## config.mk

```make
export PLATFORM = sky130hd
export DESIGN_NAME = byte_stream_reassembler_flat
export DESIGN_NICKNAME = d
export VERILOG_FILES = /design/src/design/bsr_pkg.sv /design/src/design/bsr_if.sv /design/src/design/byte_stream_reassembler.sv /design/src/design/bsr_front.sv /design/src/design/bsr_back.sv /design/src/flat_wrapper.sv
export SDC_FILE = /design/constraint.sdc
export NUM_CORES = 1
export LEC_CHECK = 0
export BUFFER_PORTS_ARGS = -buffer_cell sky130_fd_sc_hd__buf_2
export CORE_ASPECT_RATIO = 1.1
export CORE_MARGIN = 4
export CORE_UTILIZATION = 57
export CTS_CLUSTER_SIZE = 40
export DETAILED_ROUTE_END_ITERATION = 8
export PLACE_DENSITY_LB_ADDON = 0.05
export SLEW_MARGIN = 20
export SYNTH_ARGS = -nofsm -noshare
export SYNTH_HDL_FRONTEND = slang
export SYNTH_HIERARCHICAL = 1
export SYNTH_SLANG_ARGS = --single-unit
```

## constraint.sdc

```tcl
create_clock -name i_clk -period 3.9 [get_ports i_clk]
set_clock_uncertainty 0.2 [all_clocks]
set_input_delay 0.78 -clock i_clk [delete_from_list [all_inputs] [get_ports i_clk]]
set_output_delay 0.78 -clock i_clk [all_outputs]
set_load 0.1 [all_outputs]
```

## src/design/bsr_pkg.sv

```systemverilog
// ----------------------------------------------------------------------------
// bsr_pkg
// Shared widths, sizes and the command record passed from the front end
// to the back end of the byte stream reassembler.
// ----------------------------------------------------------------------------
package bsr_pkg;

    localparam int IDX_W        = 32;  // stream position width
    localparam int BYTE_W       = 8;
    localparam int CNT_W        = 7;   // counts and windows up to 64
    localparam int SLOT_COUNT   = 64;  // reassembly store depth
    localparam int SLOT_W       = 6;   // index into the store
    localparam int DEF_CAPACITY = 64;  // default receive capacity

    // One classified input item, as queued between front and back.
    typedef struct packed {
        logic [IDX_W-1:0]  stream_index;
        logic [BYTE_W-1:0] data_byte;
        logic              has_data;
        logic              eof_here;
        logic [CNT_W-1:0]  window;     // free window for this item
    } t_cmd;

endpackage

```

## src/design/bsr_if.sv

```systemverilog
// ----------------------------------------------------------------------------
// bsr_if
// Valid/ready channels for input items and for delivered results.
// ----------------------------------------------------------------------------
interface bsr_in_if;
    logic        valid;
    logic        ready;
    logic [31:0] stream_index;
    logic [7:0]  data_byte;
    logic        has_data;
    logic        eof_here;
    logic [6:0]  downstream_used;

    modport source (
        output valid, stream_index, data_byte, has_data, eof_here, downstream_used,
        input  ready
    );
    modport sink (
        input  valid, stream_index, data_byte, has_data, eof_here, downstream_used,
        output ready
    );
endinterface

interface bsr_out_if;
    logic       valid;
    logic       ready;
    logic [7:0] out_byte;
    logic       byte_valid;
    logic       run_last;
    logic       stream_ended;
    logic [6:0] unassembled_count;

    modport source (
        output valid, out_byte, byte_valid, run_last, stream_ended, unassembled_count,
        input  ready
    );
    modport sink (
        input  valid, out_byte, byte_valid, run_last, stream_ended, unassembled_count,
        output ready
    );
endinterface

```

## src/design/byte_stream_reassembler.sv

```systemverilog
// ----------------------------------------------------------------------------
// byte_stream_reassembler
// Out-of-order byte stream reassembly with in-order delivery.
// ----------------------------------------------------------------------------
// Usage: each transaction on i_in carries one byte with its absolute stream
// position (or a bare end mark), plus the current downstream fill level.
// Bytes inside the free window are kept in a 64-slot store; duplicates and
// bytes outside the window are dropped. Each input transaction produces one
// or more result transactions on o_out: one per byte that became
// contiguous at the head, in order, or a single empty result when nothing
// was delivered. run_last flags the final result of each input item.
// Timing: each item is popped from the queue and then stored; an item that
// delivers nothing gets its empty result from the store step, and each byte
// released is read through the slot memory's registered read port, then sent.
// A two-entry queue lets the input side keep taking items while the back
// end drains, and an output register holds a result while o_out stalls;
// a stalled receiver simply freezes the drain sequencer in place.
// Reset clears all valid bits, the head, the positions and the counters;
// the byte store itself is not cleared.
// ----------------------------------------------------------------------------
module byte_stream_reassembler #(
    parameter int CAPACITY = bsr_pkg::DEF_CAPACITY
) (
    input  logic      i_clk,
    input  logic      i_rst_n,
    bsr_in_if.sink    i_in,
    bsr_out_if.source o_out
);
    import bsr_pkg::*;

    t_cmd cmd;
    logic cmd_valid;
    logic cmd_pop;

    // Front end: takes input transactions and computes the receive window.
    bsr_front #(
        .CAPACITY (CAPACITY)
    ) u_front (
        .i_clk       (i_clk),
        .i_rst_n     (i_rst_n),
        .i_in        (i_in),
        .o_cmd       (cmd),
        .o_cmd_valid (cmd_valid),
        .i_cmd_pop   (cmd_pop)
    );

    // Back end: stores bytes and drains the contiguous head in order.
    bsr_back u_back (
        .i_clk       (i_clk),
        .i_rst_n     (i_rst_n),
        .i_cmd       (cmd),
        .i_cmd_valid (cmd_valid),
        .o_cmd_pop   (cmd_pop),
        .o_out       (o_out)
    );

    // An empty result is always the only result of its item.
    a_empty_is_last: assert property (@(posedge i_clk) disable iff (!i_rst_n)
        o_out.valid && !o_out.byte_valid |-> o_out.run_last)
        else $error("empty result not marked as last");

    // The store never holds more bytes than it has slots.
    a_count_bound: assert property (@(posedge i_clk) disable iff (!i_rst_n)
        o_out.valid |-> o_out.unassembled_count <= 7'd64)
        else $error("unassembled count above store size");

    // Delivering a byte frees a slot, so a full store cannot remain.
    a_delivery_frees: assert property (@(posedge i_clk) disable iff (!i_rst_n)
        o_out.valid && o_out.byte_valid |-> o_out.unassembled_count < 7'd64)
        else $error("count not reduced by delivery");

endmodule

```

## src/design/bsr_front.sv

```systemverilog
// ----------------------------------------------------------------------------
// bsr_front
// Accepts input items, works out the free receive window and queues the
// classified items in a two-entry queue for the back end.
// ----------------------------------------------------------------------------
module bsr_front #(
    parameter int CAPACITY = bsr_pkg::DEF_CAPACITY
) (
    input  logic          i_clk,
    input  logic          i_rst_n,
    bsr_in_if.sink        i_in,
    output bsr_pkg::t_cmd o_cmd,
    output logic          o_cmd_valid,
    input  logic          i_cmd_pop
);
    import bsr_pkg::*;

    localparam logic [CNT_W-1:0] Cap = CNT_W'(CAPACITY);

    t_cmd       r_q [2];
    logic       r_wptr, r_rptr;
    logic [1:0] r_cnt;
    logic       push;
    t_cmd       in_cmd;

    assign i_in.ready = (r_cnt != 2'd2);
    assign push       = i_in.valid && i_in.ready;

    always_comb begin
        in_cmd.stream_index = i_in.stream_index;
        in_cmd.data_byte    = i_in.data_byte;
        in_cmd.has_data     = i_in.has_data;
        in_cmd.eof_here     = i_in.eof_here;
        // A downstream fill at or above capacity closes the window.
        if (i_in.downstream_used >= Cap) begin
            in_cmd.window = '0;
        end else begin
            in_cmd.window = Cap - i_in.downstream_used;
        end
    end

    always_ff @(posedge i_clk) begin
        if (push) begin
            r_q[r_wptr] <= in_cmd;
        end
    end

    always_ff @(posedge i_clk) begin
        if (!i_rst_n) begin
            r_wptr <= 1'b0;
            r_rptr <= 1'b0;
            r_cnt  <= 2'd0;
        end else begin
            if (push) begin
                r_wptr <= ~r_wptr;
            end
            if (i_cmd_pop) begin
                r_rptr <= ~r_rptr;
            end
            r_cnt <= r_cnt + {1'b0, push} - {1'b0, i_cmd_pop};
        end
    end

    assign o_cmd       = r_q[r_rptr];
    assign o_cmd_valid = (r_cnt != 2'd0);

endmodule

```

## src/design/bsr_back.sv

```systemverilog
// ----------------------------------------------------------------------------
// bsr_back
// Executes queued items: window check, duplicate check, store into the
// slot memory, end-mark tracking and in-order draining into a registered
// output stage.
// ----------------------------------------------------------------------------
module bsr_back (
    input  logic          i_clk,
    input  logic          i_rst_n,
    input  bsr_pkg::t_cmd i_cmd,
    input  logic          i_cmd_valid,
    output logic          o_cmd_pop,
    bsr_out_if.source     o_out
);
    import bsr_pkg::*;

    localparam logic [2:0] S_IDLE  = 3'd0;
    localparam logic [2:0] S_STORE = 3'd1;
    localparam logic [2:0] S_RD    = 3'd2;
    localparam logic [2:0] S_OUT   = 3'd3;

    typedef struct packed {
        logic [BYTE_W-1:0] out_byte;
        logic              byte_valid;
        logic              run_last;
        logic              stream_ended;
        logic [CNT_W-1:0]  unassembled_count;
    } t_res;

    logic [BYTE_W-1:0]     r_mem [SLOT_COUNT];
    logic [SLOT_COUNT-1:0] r_valid, n_valid;
    logic [2:0]            r_state, n_state;
    logic [SLOT_W-1:0]     r_head, n_head;
    logic [IDX_W-1:0]      r_ne, n_ne;
    logic [IDX_W-1:0]      r_end, n_end;
    logic                  r_known, n_known;
    logic [CNT_W-1:0]      r_pending, n_pending;
    logic                  r_ov, n_ov;
    t_res                  r_res, n_res;

    // Latched classification of the item being executed.
    logic [BYTE_W-1:0]     r_data;
    logic                  r_store_ok, n_store_ok;
    logic [SLOT_W-1:0]     r_slot, n_slot;
    logic                  r_at_head, n_at_head;
    logic [BYTE_W-1:0]     r_rd_data;

    logic [IDX_W-1:0]      offset;
    logic                  out_free, is_new, drain, last, mem_we, rd_en;
    logic [SLOT_W-1:0]     head_nxt;

    assign out_free = !r_ov || o_out.ready;
    assign is_new   = r_store_ok && !r_valid[r_slot];
    assign drain    = r_store_ok && r_at_head;
    assign head_nxt = r_head + 1'b1;
    assign offset   = i_cmd.stream_index - r_ne;

    always_comb begin
        n_state    = r_state;
        n_valid    = r_valid;
        n_head     = r_head;
        n_ne       = r_ne;
        n_end      = r_end;
        n_known    = r_known;
        n_pending  = r_pending;
        n_ov       = r_ov && !o_out.ready;
        n_res      = r_res;
        n_store_ok = i_cmd.has_data && (offset < {{(IDX_W-CNT_W){1'b0}}, i_cmd.window});
        n_slot     = r_head + offset[SLOT_W-1:0];
        n_at_head  = (offset == '0);
        o_cmd_pop  = 1'b0;
        mem_we     = 1'b0;
        rd_en      = 1'b0;
        last       = 1'b0;
        case (r_state)
            S_IDLE: begin
                if (i_cmd_valid) begin
                    o_cmd_pop = 1'b1;
                    if (i_cmd.eof_here) begin
                        n_end   = i_cmd.stream_index + {{(IDX_W-1){1'b0}}, i_cmd.has_data};
                        n_known = 1'b1;
                    end
                    n_state = S_STORE;
                end
            end
            S_STORE: begin
                // The head slot is always empty between items, so a byte
                // stored at the head starts a drain run.
                if (drain) begin
                    mem_we           = is_new;
                    n_valid[r_slot]  = 1'b1;
                    n_pending        = r_pending + 1'b1;
                    n_state          = S_RD;
                end else if (out_free) begin
                    mem_we = is_new;
                    if (is_new) begin
                        n_valid[r_slot] = 1'b1;
                        n_pending       = r_pending + 1'b1;
                    end
                    n_ov                    = 1'b1;
                    n_res.out_byte          = '0;
                    n_res.byte_valid        = 1'b0;
                    n_res.run_last          = 1'b1;
                    n_res.stream_ended      = r_known && (r_ne == r_end);
                    n_res.unassembled_count = n_pending;
                    n_state                 = S_IDLE;
                end
            end
            S_RD: begin
                rd_en   = 1'b1;
                n_state = S_OUT;
            end
            S_OUT: begin
                if (out_free) begin
                    last             = !r_valid[head_nxt];
                    n_valid[r_head]  = 1'b0;
                    n_head           = head_nxt;
                    n_ne             = r_ne + 1'b1;
                    if (r_pending != '0) begin
                        n_pending = r_pending - 1'b1;
                    end
                    n_ov                    = 1'b1;
                    n_res.out_byte          = r_rd_data;
                    n_res.byte_valid        = 1'b1;
                    n_res.run_last          = last;
                    n_res.stream_ended      = r_known && (n_ne == r_end);
                    n_res.unassembled_count = n_pending;
                    n_state                 = last ? S_IDLE : S_RD;
                end
            end
            default: begin
                n_state = S_IDLE;
            end
        endcase
    end

    // Slot memory: one write port, one registered read port.
    always_ff @(posedge i_clk) begin
        if (mem_we) begin
            r_mem[r_slot] <= r_data;
        end
        if (rd_en) begin
            r_rd_data <= r_mem[r_head];
        end
    end

    always_ff @(posedge i_clk) begin
        r_res <= n_res;
        if (o_cmd_pop) begin
            r_data     <= i_cmd.data_byte;
            r_store_ok <= n_store_ok;
            r_slot     <= n_slot;
            r_at_head  <= n_at_head;
        end
    end

    always_ff @(posedge i_clk) begin
        if (!i_rst_n) begin
            r_state   <= S_IDLE;
            r_valid   <= '0;
            r_head    <= '0;
            r_ne      <= '0;
            r_end     <= '0;
            r_known   <= 1'b0;
            r_pending <= '0;
            r_ov      <= 1'b0;
        end else begin
            r_state   <= n_state;
            r_valid   <= n_valid;
            r_head    <= n_head;
            r_ne      <= n_ne;
            r_end     <= n_end;
            r_known   <= n_known;
            r_pending <= n_pending;
            r_ov      <= n_ov;
        end
    end

    assign o_out.valid             = r_ov;
    assign o_out.out_byte          = r_res.out_byte;
    assign o_out.byte_valid        = r_res.byte_valid;
    assign o_out.run_last          = r_res.run_last;
    assign o_out.stream_ended      = r_res.stream_ended;
    assign o_out.unassembled_count = r_res.unassembled_count;

endmodule
```

## src/flat_wrapper.sv

```systemverilog
// flat-port wrapper written by rule: the top's interface ports become plain ports
module byte_stream_reassembler_flat import bsr_pkg::*;
#(
    parameter int CAPACITY = bsr_pkg::DEF_CAPACITY
)
  (i_clk, i_rst_n, i_in_valid, i_in_stream_index, i_in_data_byte, i_in_has_data, i_in_eof_here, i_in_downstream_used, i_in_ready, o_out_valid, o_out_out_byte, o_out_byte_valid, o_out_run_last, o_out_stream_ended, o_out_unassembled_count, o_out_ready);
  bsr_in_if i_in_i ();
  bsr_out_if o_out_i ();
  input  logic i_clk;
  input  logic i_rst_n;
  input wire logic [$bits(i_in_i.valid)-1:0] i_in_valid;
  input wire logic [$bits(i_in_i.stream_index)-1:0] i_in_stream_index;
  input wire logic [$bits(i_in_i.data_byte)-1:0] i_in_data_byte;
  input wire logic [$bits(i_in_i.has_data)-1:0] i_in_has_data;
  input wire logic [$bits(i_in_i.eof_here)-1:0] i_in_eof_here;
  input wire logic [$bits(i_in_i.downstream_used)-1:0] i_in_downstream_used;
  output wire logic [$bits(i_in_i.ready)-1:0] i_in_ready;
  output wire logic [$bits(o_out_i.valid)-1:0] o_out_valid;
  output wire logic [$bits(o_out_i.out_byte)-1:0] o_out_out_byte;
  output wire logic [$bits(o_out_i.byte_valid)-1:0] o_out_byte_valid;
  output wire logic [$bits(o_out_i.run_last)-1:0] o_out_run_last;
  output wire logic [$bits(o_out_i.stream_ended)-1:0] o_out_stream_ended;
  output wire logic [$bits(o_out_i.unassembled_count)-1:0] o_out_unassembled_count;
  input wire logic [$bits(o_out_i.ready)-1:0] o_out_ready;
  assign i_in_i.valid = i_in_valid;
  assign i_in_i.stream_index = i_in_stream_index;
  assign i_in_i.data_byte = i_in_data_byte;
  assign i_in_i.has_data = i_in_has_data;
  assign i_in_i.eof_here = i_in_eof_here;
  assign i_in_i.downstream_used = i_in_downstream_used;
  assign i_in_ready = i_in_i.ready;
  assign o_out_valid = o_out_i.valid;
  assign o_out_out_byte = o_out_i.out_byte;
  assign o_out_byte_valid = o_out_i.byte_valid;
  assign o_out_run_last = o_out_i.run_last;
  assign o_out_stream_ended = o_out_i.stream_ended;
  assign o_out_unassembled_count = o_out_i.unassembled_count;
  assign o_out_i.ready = o_out_ready;
  byte_stream_reassembler #(.CAPACITY(CAPACITY)) u_core (.i_clk(i_clk), .i_rst_n(i_rst_n), .i_in(i_in_i), .o_out(o_out_i));
endmodule
```

==> results of run 1 <==
==> cell type report <==
class / count / area (um2) / area share [%]
sequential: 802 / 22600 / 55.0
multi-input combinational: 1655 / 11900 / 28.9
antenna: 1 / 2.50 / 0.00609
tap: 816 / 1020 / 2.48
clock buffer: 99 / 2140 / 5.20
clock inverter: 51 / 548 / 1.33
timing repair buffer: 348 / 2660 / 6.48
inverter: 65 / 244 / 0.594
==> where the power goes <==
group	internal [mW]	total, mW	switching [mW]
sequential	10.4	10.7	0.345
combinational	2.44	6.93	4.49
clock	4.59	7.83	3.24
==> Yosys cell counts (all sizes together) (5+ instances only) <==
cell and number:
a211oi 28, a21boi 7, a21o 7, a21oi 101, a221oi 57, a22o 55
a22oi 152, a311oi 7, a31oi 66, and2 10, and3 20, buf 43
clkbuf 114, dfxtp 150, edfxtp 652, ha 51, inv 64, mux2 57
mux2i 20, mux4 26, nand2 138, nand2b 20, nand3 64, nand3b 12
nand4 50, nor2 214, nor2b 8, nor3 38, nor3b 7, nor4 19
nor4b 5, o211ai 63, o21a 5, o21ai 125, o22ai 5, or3 16
or3b 5, xnor2 81, xor2 56
==> path summary, 6_finish.rpt <==
path                                endpoint  slack [ns]  cells after the start
setup / recovery  u_core/u_back/r_mem[29][3]        0.08                     11
hold / removal     u_core/u_front/r_q[1][38]        0.14                      1
setup reg to reg  u_core/u_back/r_mem[29][3]        0.08                     11
hold reg to reg        u_core/u_back/r_known        0.28                      2
==> worst max-delay path: cells and delay by family, from the launching register on <==
| family | cells | cell delay [ns] |
|---|---|---|
| multiplexers | 2 | 0.75 |
| AO/OA/AOI/OAI | 1 | 0.15 |
| buffers and inverters | 4 | 0.92 |
| AND/OR/NAND/NOR | 4 | 1.13 |
| flip-flops | 1 | 0.37 |
==> cells by family (layout without fill, tap and decap cells) <==
group	count (synthesis)	in the layout
DFF	802	802
AOI/OAI and AO/OA	721	721
and+or+nand+nor	641	641
buffers and inverters	222	563
xor gates and xnor gates	137	137
muxes	103	103
adders and majority gates	53	53
other	0	1
==> per-layer routing <==
metal / part of all wire, % / global-route usage (%) / routed length, um / vias to the layer above
met5: 0 / 0 / 0 / -
met4: 4.5 / 12.4 / 4650 / 0
met3: 7.7 / 5.12 / 7940 / 225
met2: 49 / 53.7 / 50800 / 1190
met1: 39 / 40.1 / 39700 / 12300
li1: - / - / - / 11000
==> repair_timing <==
action                                  4_1_cts  5_1_grt
endpoints found under the setup margin        2      116
pin swaps                                    19       29
resized for setup                            38       48
cloned                                        2        0
buffers inserted                              6        2
==> registers in the layout, summed over array words and instances, names as in the netlist, 2 cells and up, named ones only <==
register	cells
u_core/u_back/o_out.out_byte	8
u_core/u_back/o_out.unassembled_count	7
u_core/u_back/r_data	8
u_core/u_back/r_end	32
u_core/u_back/r_head	6
u_core/u_back/r_mem	512
u_core/u_back/r_ne	32
u_core/u_back/r_pending	7
u_core/u_back/r_rd_data	8
u_core/u_back/r_slot	6
u_core/u_back/r_state	2
u_core/u_back/r_valid	64
u_core/u_front/r_cnt	2
u_core/u_front/r_q	98
==> metrics by stage <==
stage	setup TNS [ns]	setup WS, ns	cell area (um2)
final	0	0.0766	41100
after global routing	-0.0493	-0.0262	41100
after CTS	0	0.0217	40800
after detailed placement	-0.467	-0.235	37800
after global placement	-0.466	-0.235	37800
after floorplan	0	0.122	34900
==> summary.txt, run 1 <==
CTS
  • Clk slew on worst S/H paths: roughly 0.060 ns
  • Clk buf depth: 3
  • Clk_lat worst skew: 0.62 ns
  • H-Tree Depth: 3
  • Inserted Clock Buffers: 82
  • Clk sinks: 802
  • CTS Hold Bufs: 0
  • Clock root buffer: clkbuf_16
  • TritonCTS clock tree: yes

Die
  • Chip Height: 267 um
  • Die Area: 0.0652 mm2
  • Rows: 94
  • Width of the die: 244 um
  • Io pins: 73
  • Starting density of the core: between 50% and 60%
  • Core ar.: 0.0602 mm2

Setup path
  • Worst Setup Start Kind: flip-flop
  • Sequence of cells on the critical path: buf_12, mux4_2, mux2i_1, o21ai_0, or4_1, nor3_4, buf_4, nand4_1, buf_4, nor2_1, buf_4
  • CP max stage delay: 0.51 ns
  • Crit path max-delay cell type: mux4_2
  • Setup crit start: u_core/u_back/r_slot[0]
  • CP Max Fanout: 21
  • CP Class: flip-flop to flip-flop
  • Worst path most repeated cell: buf_4
  • CP arrival: between 3 and 4 ns
  • Critical path data required time: 4.02 ns
  • R2r startpoint: u_core/u_back/r_slot[0]
  • Crit. End Element: flip-flop

GRT
  • GRT Overall Usage: 31.3%
  • Vias in the first global route: 24.4k
  • Largest net degree at the start of global routing: 65
  • Initial antenna violation count: 1
  • Grt total ovfl: 0
  • First-pass GRT wire length: 153 mm

Synth
  • Syn_area_per_cell: about 13 um2
  • Yosys top cell area share: 56.1%
  • Adder-Cell Fraction of Synth Area: 1.94%
  • Compound-Gate Fraction of Synth Area: 14.3%
  • Sequential area share after synthesis: 64.7%
  • Synth area leaders: edfxtp_1, dfxtp_1, a22oi_1
  • Most used DFF post-synth: edfxtp_1
  • Cells after Synth: around 2.7k
  • Synth async-reset ratio: 0%
  • Yosys reg bits: 802
  • Post-synth EDFFs: 652
  • Largest family of logic cells by synthesized area: compound AO/OA/AOI/OAI gates
  • Simple-gate share of the synthesized area: 8.97%
  • Yosys warnings: 6
  • Post-synth top area cell: edfxtp_1
  • Mapped cell area: 0.0349 mm2
  • Synth cell types: 88
  • Post-synthesis xor/xnor area fraction: 3.44%
  • Post-Syn Nets: 2785
  • Mux share of post-synthesis cell area: 4.09%

Detailed routing
  • Routed vias: 24.7k
  • Post-route ant nets: 0
  • Wirelength per Cell: around 27 um
  • Drt pass-1 iters: 6
  • Drt total wl: 103 mm
  • Via density: 6.44
  • Remaining routing DRC violations: 0
  • DR iter-0 viols: 2664

Placed design
  • Port Buf Inserts: 72
  • GPL Wtd Cong: 0.939
  • Hpwl dp: 69.1 mm
  • Dpl cells: 3677

Power and ir drop
  • Maximum vdd drop: 0.465 mV
  • Power Density: 619 mW/mm2
  • Total power: 25.5 mW
  • Pleak: around 14 nW

Min path
  • Hold crit path type: input port to flip-flop
  • Worst hold start: i_in_stream_index[21]

Layout
  • Layout overhead on the synthesized area: 17.8%
  • Final non-filler cell total: roughly 3.8k
  • Layout cells sized above 1: 21.3%
  • Count of nets after finishing: between 3k and 4k
  • Commonest non-fill, non-tap cell in the layout: edfxtp_1
  • Post-Route Utilization: about two thirds
  • Fillers: 4347
  • Most frequent cells in the layout: edfxtp_1, buf_4, nor2_1

Timing
  • Crit share post-route: 98.0%
  • Worst slew margin: 23.7%
  • Final setup viols: 0
  • Min Tclk post-route: 3.82 ns
  • Measured slew at the worst slew-check pin: 1.14 ns
  • WHS: 0.145 ns
  • F_max: approximately 0.26 GHz
  • Slew Viols, Final: 0
  • Count of final hold-check violations: 0

Run
  • Maximum capacitance violations: 0

Run status
  • Status: complete, no violations
(Power assumes the default switching activity.)
==> run 2, diff against run 1 <==
RECOVER_POWER = 50   (was unset)
==> run 2 against run 1 <==
Against the previous run:
- the flow now finishes with violations (max-capacitance violations, max-slew violations)
- worst setup slack improved by 0.0095 ns
- via count up 0.57%
- global-route usage stayed put
- clock power about the same
- fmax rose by 0.25%
- critical path depth is the same
- wire length up 0.18%
- die area is the same
- clock-buffer cell count unchanged
==> summary.txt, run 2 (synthesized netlist as in run 1, its figures left out) <==
Run status
  • Status: complete, but fails checks
  • Violated checks: max-capacitance violations, max-slew violations

Power and ir drop
  • Internal power: 17.4 mW
  • Power Density: 622 mW/mm2
  • Net Sw Frac: a little under a third
  • Comb pwr share: a little over a quarter
  • Pleak: about 14 nW
  • Switching Power: 8.08 mW
  • Clock power share: between 30% and 40%
  • Maximum vdd drop: 0.467 mV
  • Flop pwr share: 42.3%

Die
  • Width of the die: 244 um
  • Core ar.: 0.0602 mm2
  • Rows: between 90 and 100
  • Io pins: 73
  • Chip Height: 267 um
  • Starting density of the core: just under 60%
  • Die Area: 0.0652 mm2

Timing
  • Count of final hold-check violations: 0
  • Crit share post-route: a little over nine tenths
  • Final setup viols: 0
  • F_max: roughly 0.26 GHz
  • WHS: 0.145 ns
  • Min Tclk post-route: ~3.8 ns
  • Fin Setup TNS: 0 ns
  • Slew Viols, Final: 585
  • Worst slew margin: -109%
  • Measured slew at the worst slew-check pin: 3.14 ns

Setup path
  • Critical path depth: 11
  • CP max stage delay: about 0.5 ns
  • Critical path data required time: 4.02 ns
  • R2r startpoint: u_core/u_back/r_slot[0]
  • Worst path most repeated cell: buf_4
  • Critical register-to-register path endpoint: u_core/u_back/r_mem[29][3]
  • Crit. End Element: flip-flop
  • Worst Setup Start Kind: flip-flop
  • CP Class: flip-flop to flip-flop
  • FF-to-FF path depth: 11
  • Setup crit start: u_core/u_back/r_slot[0]
  • WP buf/inv: 4
  • CP Max Fanout: 21
  • CP delay by family, top: simple AND/OR/NAND/NOR gates
  • Sequence of cells on the critical path: buf_12, mux4_2, mux2i_1, o21ai_0, or4_1, nor3_4, buf_4, nand4_1, buf_4, nor2_1, buf_4
  • Crit path to: u_core/u_back/r_mem[29][3]
  • CP arrival: 3.94 ns
  • Reg2reg setup slack: 0.09 ns
  • Crit path max-delay cell type: mux4_2

Layout
  • Top flop regs: u_core/u_back/r_mem (512), u_core/u_front/r_q (98), u_core/u_back/r_valid (64)
  • Commonest non-fill, non-tap cell in the layout: edfxtp_1
  • Reg with most FFs: u_core/u_back/r_mem
  • Area of the multi-input gates: between 0.01 and 0.015 mm2
  • Max reg flops: 512
  • Layout cells sized above 1: 19.8%
  • Count of nets after finishing: 3060
  • Sequential Area: 0.0226 mm2
  • Most frequent cells in the layout: edfxtp_1, buf_4, nor2_1
  • Fillers: ~4.4k
  • Layout overhead on the synthesized area: 17.5%

Detailed routing
  • Via density: around 6.5
  • Drt pass-1 iters: 8
  • Detail Route met3 WL: 8.05 mm
  • Post-route ant nets: 0
  • Max Used Layer: met4
  • Wirelength per Cell: 26.9 um
  • Drt total wl: 103 mm
  • Routed vias: 24.8k
  • DR iter-0 viols: ~2.6k
  • Routed wl met2: 51.1 mm
  • Remaining routing DRC violations: 0
  • Routed met1 length: 39.5 mm

CTS
  • Clk buf depth: 3
  • Clk slew on worst S/H paths: 0.06 ns
  • H-Tree Depth: 3
  • Inserted Clock Buffers: 82
  • TritonCTS clock tree: yes
  • Clock root buffer: clkbuf_16
  • Clk sinks: 802
  • Clk_lat worst skew: 0.63 ns

GRT
  • GRT Overall Usage: between 30% and 40%
  • Grt total ovfl: 0
  • Largest net degree at the start of global routing: 65
  • Vias in the first global route: 24.4k
  • Initial antenna violation count: 1
  • First-pass GRT wire length: 153 mm

Min path
  • Worst hold start: i_in_stream_index[12]
  • Hold crit path type: input port to flip-flop

Placed design
  • GPL Wtd Cong: 0.939
  • Hpwl dp: 69.1 mm
  • Port Buf Inserts: 72

Run
  • Maximum capacitance violations: 11
run 2: changes by cell type in the layout (fill, tap and decap cells not counted), sizes merged:
cell	previous run	this run
diode	1	2
clkbuf	99	139
buf	348	308
run 2: worst min path at each step:
| stage | depth (start not counted) | end |
|---|---|---|
| global route | 1 | u_core/u_front/r_q[1][29] |
| finish | 1 | u_core/u_front/r_q[1][29] |
| detailed placement | 2 | u_core/u_back/r_known |
| CTS | 1 | u_core/u_front/r_q[1][12] |
| global placement | 2 | u_core/u_back/r_known |
| floorplan | 2 | u_core/u_back/r_known |
run 2: area by class of cell:
class,count,area share (%)
flip-flops and latches,802,55.1
multi-input cells,1655,28.9
repair buffers,348,6.31
clock buffers,99,5.21
well taps,816,2.49
clock inverters,51,1.34
inverters,65,0.595
diodes,2,0.0122
run 2: repair_timing:
action,in CTS,in global routing
cloned,2,0
pin swaps,19,29
hold buffers,0,0
setup endpoints to repair,2,116
gates resized for setup,38,48
buffers inserted,6,2
run 2: layer usage:
metal  up-vias  track usage, %
li1      11000               -
met1     12400            40.1
met2      1197            53.7
met3       229            5.12
met4         0            12.4
met5         -               0
run 2: metrics by stage:
stage	util, %	std cells	power, mW	setup slack, ns	cell area, um2
after CTS	67.7	3833	25.2	0.0217	40800
after global placement	62.8	3677	17.1	-0.235	37800
final	68.1	3838	25.5	0.0861	41000
after detailed placement	62.8	3677	17.2	-0.235	37800
after global routing	68.1	3837	26.5	-0.0262	41000
after floorplan	-	2679	14.7	0.122	34900
run 2: worst register-to-register path, stage by stage, from the launching register on:
cell      delay [ns]
edfxtp_1        0.37
buf_12          0.19
mux4_2          0.52
mux2i_1         0.24
o21ai_0         0.15
or4_1           0.48
nor3_4          0.27
buf_4           0.22
nand4_1         0.20
buf_4           0.31
nor2_1          0.17
buf_4           0.20
run 2: power by group through the flow:
| stage | Clock, mW | Combinational (mW) | Sequential [mW] |
|---|---|---|---|
| after floorplan | 0 | 3.40 | 11.3 |
| after global placement | 0 | 6.30 | 10.8 |
| after detailed placement | 0 | 6.37 | 10.9 |
| after CTS | 7.93 | 6.60 | 10.7 |
| after global routing | 8.36 | 7.33 | 10.8 |
| final | 7.84 | 6.89 | 10.8 |
